**config.mk**
```make
export PLATFORM = sky130hd
export DESIGN_NAME = binary_arithmetic_encoder
export DESIGN_NICKNAME = d
export VERILOG_FILES = /design/src/design/bae_pkg.sv /design/src/design/bae_div.sv /design/src/design/binary_arithmetic_encoder.sv
export SDC_FILE = /design/constraint.sdc
export NUM_CORES = 2
export LEC_CHECK = 0
export CAP_MARGIN = 5
export CORE_MARGIN = 1.5
export CORE_UTILIZATION = 60
export CTS_BUF_LIST = sky130_fd_sc_hd__clkbuf_8
export DETAILED_ROUTE_END_ITERATION = 7
export DONT_BUFFER_PORTS = 1
export PLACE_DENSITY = 0.76
export SLEW_MARGIN = 20
export SYNTH_ARGS = -nofsm -noshare
export SYNTH_HDL_FRONTEND = slang
export SYNTH_SLANG_ARGS = --single-unit
```
**constraint.sdc**
```tcl
create_clock -name clk_i -period 9 [get_ports clk_i]
set_clock_uncertainty 0.2 [all_clocks]
set_input_delay 0.9 -clock clk_i [delete_from_list [all_inputs] [get_ports clk_i]]
set_output_delay 0.9 -clock clk_i [all_outputs]
set_load 0.01 [all_outputs]
```
**src/design/bae_pkg.sv**
```systemverilog
// Shared types and constants of the binary arithmetic encoder.
package bae_pkg;

  localparam logic CMD_ENCODE = 1'b0;
  localparam logic CMD_FINISH = 1'b1;

  localparam logic REG_ZERO_COUNT = 1'b0;
  localparam logic REG_ONE_COUNT  = 1'b1;

  localparam int unsigned BoundW = 32;

  localparam logic [BoundW-1:0] HIGH_RESET = 32'h7FFF_FFFF;
  localparam logic [BoundW-1:0] LOW_KEEP   = 32'h3FFF_FFFF;
  localparam logic [BoundW-1:0] SMSB       = 32'h4000_0000;
  localparam logic [4:0]        TAIL_LAST  = 5'd30;
  localparam logic [5:0]        DIV_STEPS  = 6'd33;

  // Request to the multiply and divide unit.
  typedef struct packed {
    logic        start;
    logic [32:0] range;
    logic [29:0] zero_w;
    logic [30:0] sum;
  } div_req_t;

  typedef struct packed {
    logic        done;
    logic [31:0] quot;
  } div_rsp_t;

endpackage

```
**src/design/bae_div.sv**
```systemverilog
// Split point unit of the encoder: one multiply, then a bit-serial restoring divide.
module bae_div (
  input  logic              clk_i,
  input  logic              rst_ni,
  input  bae_pkg::div_req_t req_i,
  output bae_pkg::div_rsp_t rsp_o
);
  import bae_pkg::*;

  logic [62:0] prod;
  logic [30:0] rem_q, rem_d;
  logic [32:0] dvd_q, dvd_d;
  logic [30:0] sum_q;
  logic [5:0]  cnt_q, cnt_d;
  logic        busy_q, busy_d;
  logic        done_q, done_d;
  logic [31:0] trial;
  logic        ge;

  assign prod  = 63'(req_i.range) * 63'(req_i.zero_w);
  assign trial = {rem_q, dvd_q[32]};
  assign ge    = trial >= {1'b0, sum_q};

  always_comb begin
    rem_d  = rem_q;
    dvd_d  = dvd_q;
    cnt_d  = cnt_q;
    busy_d = busy_q;
    done_d = 1'b0;
    if (req_i.start) begin
      if (req_i.sum == '0) begin
        // With no weights at all the interval is simply halved.
        dvd_d  = {1'b0, req_i.range[32:1]};
        done_d = 1'b1;
      end else begin
        rem_d  = {1'b0, prod[62:33]};
        dvd_d  = prod[32:0];
        cnt_d  = DIV_STEPS;
        busy_d = 1'b1;
      end
    end else if (busy_q) begin
      rem_d = ge ? 31'(trial - {1'b0, sum_q}) : trial[30:0];
      dvd_d = {dvd_q[31:0], ge};
      cnt_d = cnt_q - 6'd1;
      if (cnt_q == 6'd1) begin
        busy_d = 1'b0;
        done_d = 1'b1;
      end
    end
  end

  always_ff @(posedge clk_i or negedge rst_ni) begin
    if (!rst_ni) begin
      busy_q <= 1'b0;
      done_q <= 1'b0;
      cnt_q  <= '0;
    end else begin
      busy_q <= busy_d;
      done_q <= done_d;
      cnt_q  <= cnt_d;
    end
  end

  always_ff @(posedge clk_i) begin
    rem_q <= rem_d;
    dvd_q <= dvd_d;
    if (req_i.start) begin
      sum_q <= req_i.sum;
    end
  end

  assign rsp_o.done = done_q;
  assign rsp_o.quot = dvd_q[31:0];

endmodule

```
**src/design/binary_arithmetic_encoder.sv**
```systemverilog
// Binary arithmetic encoder with a static two-symbol model and run-length output.
// Timing: an encode request passes a start state, one multiply and a 33-step divide in the
// split point unit (no divide when both weights are zero), then emits each settled MSB and
// its pending bits, shifts once per underflow and closes; a finish request needs no divide.
// Throughput: one request at a time, the next accepted in the cycle after the last closes,
// which stalls delay. Reset sets bounds, pending count, bit phase and both weights at once.
module binary_arithmetic_encoder #(
  parameter int unsigned PENDING_BITS = 32
) (
  input  logic        clk_i,
  input  logic        rst_ni,
  // Configuration writes.
  input  logic        cfg_valid_i,
  output logic        cfg_ready_o,
  input  logic        cfg_index_i,
  input  logic [29:0] cfg_data_i,
  // Input requests.
  input  logic        in_valid_i,
  output logic        in_stall_o,
  input  logic        cmd_i,
  input  logic        symbol_bit_i,
  // Output runs.
  output logic        out_valid_o,
  input  logic        out_stall_i,
  output logic        bit_value_o,
  output logic [31:0] repeat_count_o,
  output logic        item_done_o,
  output logic        stream_done_o
);
  import bae_pkg::*;

  // The pending counter never needs more than 32 bits, since a run cannot be longer.
  localparam int unsigned PendW = (PENDING_BITS < 32) ? PENDING_BITS : 32;

  localparam logic [3:0] S_IDLE  = 4'd0;
  localparam logic [3:0] S_START = 4'd1;
  localparam logic [3:0] S_DIV   = 4'd2;
  localparam logic [3:0] S_CHECK = 4'd3;
  localparam logic [3:0] S_PEND  = 4'd4;
  localparam logic [3:0] S_FMSB  = 4'd5;
  localparam logic [3:0] S_FPEND = 4'd6;
  localparam logic [3:0] S_FBITS = 4'd7;
  localparam logic [3:0] S_FPAD  = 4'd8;
  localparam logic [3:0] S_END   = 4'd9;

  logic [3:0]       state_q, state_d;
  logic [29:0]      zero_q, one_q;
  logic [31:0]      low_q, low_d, high_q, high_d;
  logic [PendW-1:0] pend_q, pend_d;
  logic [2:0]       phase_q, phase_d;
  logic             sym_q, fin_q, fin_d, sym_d;
  logic [32:0]      range_q, range_d;
  logic [4:0]       tail_q, tail_d;

  // The run being built; it is handed to the output register once it can grow no more.
  logic             run_valid_q, run_valid_d;
  logic             run_v_q, run_v_d;
  logic [31:0]      run_cnt_q, run_cnt_d;

  logic             out_valid_q, out_valid_d;
  logic             out_bit_q, out_bit_d;
  logic [31:0]      out_cnt_q, out_cnt_d;
  logic             out_item_q, out_item_d;
  logic             out_stream_q, out_stream_d;
  logic             out_free;

  // Bit emission request from the sequencer and whether it went through this cycle.
  logic             put_req, put_v, put_merge, put_done;
  logic [31:0]      put_n;
  logic [32:0]      run_sum;

  div_req_t         div_req;
  div_rsp_t         div_rsp;

  bae_div u_div (
    .clk_i  (clk_i),
    .rst_ni (rst_ni),
    .req_i  (div_req),
    .rsp_o  (div_rsp)
  );

  assign cfg_ready_o = 1'b1;
  assign in_stall_o  = (state_q != S_IDLE);
  assign out_free    = !out_valid_q || !out_stall_i;
  assign run_sum     = {1'b0, run_cnt_q} + {1'b0, put_n};

  assign div_req.start  = (state_q == S_START);
  assign div_req.range  = range_q;
  assign div_req.zero_w = zero_q;
  assign div_req.sum    = {1'b0, zero_q} + {1'b0, one_q};

  // Sequencer: chooses what to emit this cycle and how the bounds move.
  always_comb begin
    state_d   = state_q;
    low_d     = low_q;
    high_d    = high_q;
    pend_d    = pend_q;
    fin_d     = fin_q;
    sym_d     = sym_q;
    range_d   = range_q;
    tail_d    = tail_q;
    put_req   = 1'b0;
    put_v     = 1'b0;
    put_n     = 32'd1;
    put_merge = 1'b1;

    unique case (state_q)
      S_IDLE: begin
        if (in_valid_i) begin
          fin_d   = (cmd_i == CMD_FINISH);
          sym_d   = symbol_bit_i;
          range_d = {1'b0, high_q - low_q} + 33'd1;
          state_d = (cmd_i == CMD_FINISH) ? S_FMSB : S_START;
        end
      end
      S_START: begin
        state_d = S_DIV;
      end
      S_DIV: begin
        if (div_rsp.done) begin
          if (sym_q) begin
            low_d = low_q + div_rsp.quot;
          end else begin
            high_d = low_q + div_rsp.quot - 32'd1;
          end
          state_d = S_CHECK;
        end
      end
      S_CHECK: begin
        if (low_q[31] == high_q[31]) begin
          // Matching top bits: the bit is settled and goes out.
          put_req = 1'b1;
          put_v   = high_q[31];
          if (put_done) begin
            state_d = S_PEND;
          end
        end else if (low_q[30] && !high_q[30]) begin
          // Underflow: drop the second bit and remember one more opposite bit.
          if (pend_q != '1) begin
            pend_d = pend_q + PendW'(1);
          end
          low_d  = (low_q & LOW_KEEP) << 1;
          high_d = ((high_q | SMSB) << 1) | 32'd1;
        end else begin
          state_d = S_END;
        end
      end
      S_PEND: begin
        put_req = 1'b1;
        put_v   = ~high_q[31];
        put_n   = 32'(pend_q);
        if (put_done) begin
          pend_d  = '0;
          low_d   = low_q << 1;
          high_d  = (high_q << 1) | 32'd1;
          state_d = S_CHECK;
        end
      end
      S_FMSB: begin
        put_req = 1'b1;
        put_v   = low_q[31];
        if (put_done) begin
          state_d = S_FPEND;
        end
      end
      S_FPEND: begin
        put_req = 1'b1;
        put_v   = 1'b1;
        put_n   = 32'(pend_q);
        if (put_done) begin
          tail_d  = TAIL_LAST;
          state_d = S_FBITS;
        end
      end
      S_FBITS: begin
        put_req = 1'b1;
        put_v   = low_q[30];
        if (put_done) begin
          low_d  = low_q << 1;
          tail_d = tail_q - 5'd1;
          if (tail_q == '0) begin
            state_d = S_FPAD;
          end
        end
      end
      S_FPAD: begin
        // Padding to a byte boundary always starts a run of its own.
        put_req   = 1'b1;
        put_v     = 1'b0;
        put_n     = 32'(4'd8 - {1'b0, phase_q});
        put_merge = 1'b0;
        if (put_done) begin
          state_d = S_END;
        end
      end
      S_END: begin
        if (!run_valid_q || out_free) begin
          state_d = S_IDLE;
          if (fin_q) begin
            low_d  = '0;
            high_d = HIGH_RESET;
            pend_d = '0;
          end
        end
      end
      default: begin
        state_d = S_IDLE;
      end
    endcase
  end

  // Run builder and output register. New bits either extend the open run or close it;
  // closing needs the output register to be free, otherwise the sequencer waits.
  always_comb begin
    put_done     = 1'b0;
    run_valid_d  = run_valid_q;
    run_v_d      = run_v_q;
    run_cnt_d    = run_cnt_q;
    phase_d      = phase_q;
    out_valid_d  = out_valid_q && out_stall_i;
    out_bit_d    = out_bit_q;
    out_cnt_d    = out_cnt_q;
    out_item_d   = out_item_q;
    out_stream_d = out_stream_q;

    if (put_req) begin
      if (put_n == '0) begin
        put_done = 1'b1;
      end else if (run_valid_q && put_merge && (run_v_q == put_v) && !run_sum[32]) begin
        put_done  = 1'b1;
        run_cnt_d = run_sum[31:0];
      end else if (!run_valid_q || out_free) begin
        put_done = 1'b1;
        if (run_valid_q) begin
          out_valid_d  = 1'b1;
          out_bit_d    = run_v_q;
          out_cnt_d    = run_cnt_q;
          out_item_d   = 1'b0;
          out_stream_d = 1'b0;
        end
        run_valid_d = 1'b1;
        run_v_d     = put_v;
        run_cnt_d   = put_n;
      end
      if (put_done) begin
        phase_d = phase_q + put_n[2:0];
      end
    end

    if (state_q == S_END && run_valid_q && out_free) begin
      out_valid_d  = 1'b1;
      out_bit_d    = run_v_q;
      out_cnt_d    = run_cnt_q;
      out_item_d   = 1'b1;
      out_stream_d = fin_q;
      run_valid_d  = 1'b0;
    end
    if (state_q == S_END && fin_q) begin
      phase_d = '0;
    end
  end

  always_ff @(posedge clk_i or negedge rst_ni) begin
    if (!rst_ni) begin
      state_q     <= S_IDLE;
      zero_q      <= 30'd1;
      one_q       <= 30'd1;
      low_q       <= '0;
      high_q      <= HIGH_RESET;
      pend_q      <= '0;
      phase_q     <= '0;
      run_valid_q <= 1'b0;
      out_valid_q <= 1'b0;
    end else begin
      state_q     <= state_d;
      low_q       <= low_d;
      high_q      <= high_d;
      pend_q      <= pend_d;
      phase_q     <= phase_d;
      run_valid_q <= run_valid_d;
      out_valid_q <= out_valid_d;
      if (cfg_valid_i && cfg_ready_o) begin
        if (cfg_index_i == REG_ZERO_COUNT) begin
          zero_q <= cfg_data_i;
        end else begin
          one_q <= cfg_data_i;
        end
      end
    end
  end

  always_ff @(posedge clk_i) begin
    fin_q        <= fin_d;
    sym_q        <= sym_d;
    range_q      <= range_d;
    tail_q       <= tail_d;
    run_v_q      <= run_v_d;
    run_cnt_q    <= run_cnt_d;
    out_bit_q    <= out_bit_d;
    out_cnt_q    <= out_cnt_d;
    out_item_q   <= out_item_d;
    out_stream_q <= out_stream_d;
  end

  assign out_valid_o    = out_valid_q;
  assign bit_value_o    = out_bit_q;
  assign repeat_count_o = out_cnt_q;
  assign item_done_o    = out_item_q;
  assign stream_done_o  = out_stream_q;

endmodule

```
==> impl_metrics.tcl <==
set metrics [dict create \
    status "finished with violations" \
    violations "DRC, hold timing" \
    clockRootBuffer "clkbuf_8" \
    end_kind "flop" \
    initial_core_util 0.604 \
    synth_edf_count 202 \
    crit_type "flop to flop" \
    critPathArrivalTime_ns 9.04 \
    multi_input_area_mm2 0.0420 \
    synth_area_leader_cell "fa_1" \
    core_area_mm2 0.0949 \
    layout_common_cells "1007 x inv_1, 870 x fa_1, 679 x nand2_1" \
    drive_gt1_frac 0.0712 \
    synthAdderAreaFrac 0.395 \
    drc 1 \
    relSlewSlack 0.229 \
    clock-sinks 376 \
    tightest_slew_ns 1.16 \
    die_w_um 312 \
    drt-total-wl_mm 152 \
    finalSetupTns_ns 0 \
    async_flop_share 0.460 \
    cts.path.max_buffers 3 \
    fp.dieH_um 312 \
    critPathLaunch "range_q[10]$_DFFE_PP_" \
    hp-class "input port to asynchronous set/reset pin" \
    synth_compound_area_frac 0.110 \
    yosys.area_share.simple 0.169 \
    htreeDepth 3 \
    grt-ovfl-total 0 \
    hold_violations 5 \
    port_buffers 0 \
    synth_cells 6213 \
    drtIter0Drc 3730 \
    synthMuxAreaShare 0.0203 \
    grt_use_total 0.316 \
    path_max_fanout 14 \
    seqCellArea_mm2 0.0105 \
    syn_nets 7537 \
    grt_pass1_wl_mm 246 \
    yosysTopAreaCellShare 0.304 \
    maxCapViolations 0 \
    synth_ff_type "edfxtp_1" \
    synth_top_family_by_area "adder cells" \
    r2r-start "range_q[10]$_DFFE_PP_" \
    grt_pass1_vias 45200 \
    ys_ff_latch 376 \
    dp_hpwl_mm 123 \
    fmax_mhz 114 \
    drtAntennaViolNets 0 \
    start_kind "flop" \
    mostFrequentLayoutCell "inv_1" \
    synth_xor_area_frac 0.0375 \
    clk_pin_slew_worst_paths_ns 0.07 \
    place.gp.congestion 0.964 \
    dieArea_mm2 0.0974 \
    wl_per_cell_um 20.3 \
    dr.pass1.iters 8 \
    avgSynthCellArea_um2 9.22 \
    fin_ws_ns 0.193 \
    fin_cells 7473 \
    ys_seq_area_frac 0.183 \
    synth.distinct_cells 96 \
    nets 7454 \
    synth.top_cells.by_area "fa_1 30%, edfxtp_1 11%, ha_1 9.1%" \
    clk_latency_ns 0.70 \
    final.period_utilization 0.979 \
    numCtsBuffers 73 \
    whs_ns -0.0394 \
    finalSetupViolCount 0 \
    ys_warn_count 0 \
    syn2layout_area_growth_pct 5.98 \
    slew_violations 0 \
    syn_area_mm2 0.0573 \
    dp.cells 7299 \
    cts_tree "yes" \
    min_period_ns 8.81 \
    grt_max_degree 174 \
    required_ns 9.23 \
    antenna_found_initial 13 \
    place_ws_ns 0.112 \
    route.vias.total 44100 \
    viasPerCell 5.90 \
    n_fill_cell 7782 \
    row_count 113 \
    top_level_ports 76 \
]
==> stage by stage <==
step	instance area, µm²	util
global placement	58800	0.620
finish	60700	0.640
CTS	60400	0.636
global route	60700	0.640
detailed placement	58800	0.620
floorplan	57300	-
==> cell usage after synthesis, types with 140 or more instances <==
library cell and number:
a21oi_1 249, o21ai_0 215, clkbuf_1 298, fa_1 870
xnor2_1 161, dfrtp_1 140, ha_1 416, nand2_1 681
nor2_1 199, edfxtp_1 202, and2_1 616, inv_1 993
==> area by class of cell <==
class,count,area share
multi-input cells,4528,0.691
flip-flops and latches,376,0.173
inverters,994,0.0614
well taps,1265,0.0261
repair buffers,157,0.0224
clock buffers,81,0.0184
clock inverters,54,0.00717
diodes,18,0.000742
==> critical path: stages (launching register included) <==
cell and delay (ns):
edfxtp_1 0.73, and2_1 0.24, fa_1 0.44, fa_1 0.44
fa_1 0.55, inv_1 0.05, fa_1 0.48, inv_1 0.05
fa_1 0.50, inv_1 0.05, fa_1 0.53, inv_1 0.05
fa_1 0.50, fa_1 0.42, ha_1 0.40, and3_1 0.19
nand3_1 0.09, o32ai_1 0.48, a21o_1 0.20, a31oi_1 0.18
a22o_1 0.31, o21ai_1 0.33, a31oi_1 0.18, o21ai_2 0.30
a21o_1 0.21, a2111oi_0 0.10, a2111oi_0 0.37
==> path summary, 6_finish.rpt <==
kind	end	slack, ns	depth (start not counted)
worst min-delay path	out_valid_o$_DFF_PN0_	-0.04	1
worst max-delay path	u_div.rem_q[29]$_DFFE_PP_	0.19	26
min in group clk_i	sym_q$_DFFE_PP_	0.10	0
worst min register to register	repeat_count_o[15]$_DFFE_PP_	0.27	0
max in group asynchronous	zero_q[11]$_DFFE_PN0P_	7.65	1
worst max register to register	u_div.rem_q[29]$_DFFE_PP_	0.19	26
==> cell families (layout without fill, tap and decap cells) <==
kind of cell | after synthesis | count (layout)
mux | 108 | 108
fa+ha+maj | 1286 | 1286
compound gates | 978 | 978
buf+inv | 1309 | 1286
xor+xnor | 245 | 245
flops | 376 | 376
simple gates | 1910 | 1910
other cells | 1 | 19
==> state kept, by name, indices dropped and copies added (netlist names), 3 cells and up <==
| register | count |
|---|---|
| pend_q | 32 |
| tail_q | 5 |
| run_cnt_q | 32 |
| u_div.sum_q | 31 |
| zero_q | 30 |
| high_q | 32 |
| phase_q | 3 |
| u_div.dvd_q | 33 |
| repeat_count_o | 32 |
| one_q | 30 |
| range_q | 33 |
| state_q | 4 |
| low_q | 32 |
| u_div.cnt_q | 6 |
| u_div.rem_q | 31 |
==> layer usage <==
layer | up-vias | global-route usage | routed length, µm
met1 | 22000 | 0.448 | 64600
met4 | 6 | 0.0937 | 4570
li1 | 19900 | - | -
met5 | - | 0 | 46
met3 | 303 | 0.0562 | 13100
met2 | 1839 | 0.501 | 69500
==> repair_timing <==
item                                   4_1_cts  5_1_grt
gates resized for setup                      0       18
endpoints found under the hold margin      173        0
setup endpoints to repair                    0       13
hold buffers                                 1        0
setup buffers                                0       19
Power is left out: the tool's default activity adds up to more than one toggle a clock period on the data nets, which glitch-free logic cannot reach.
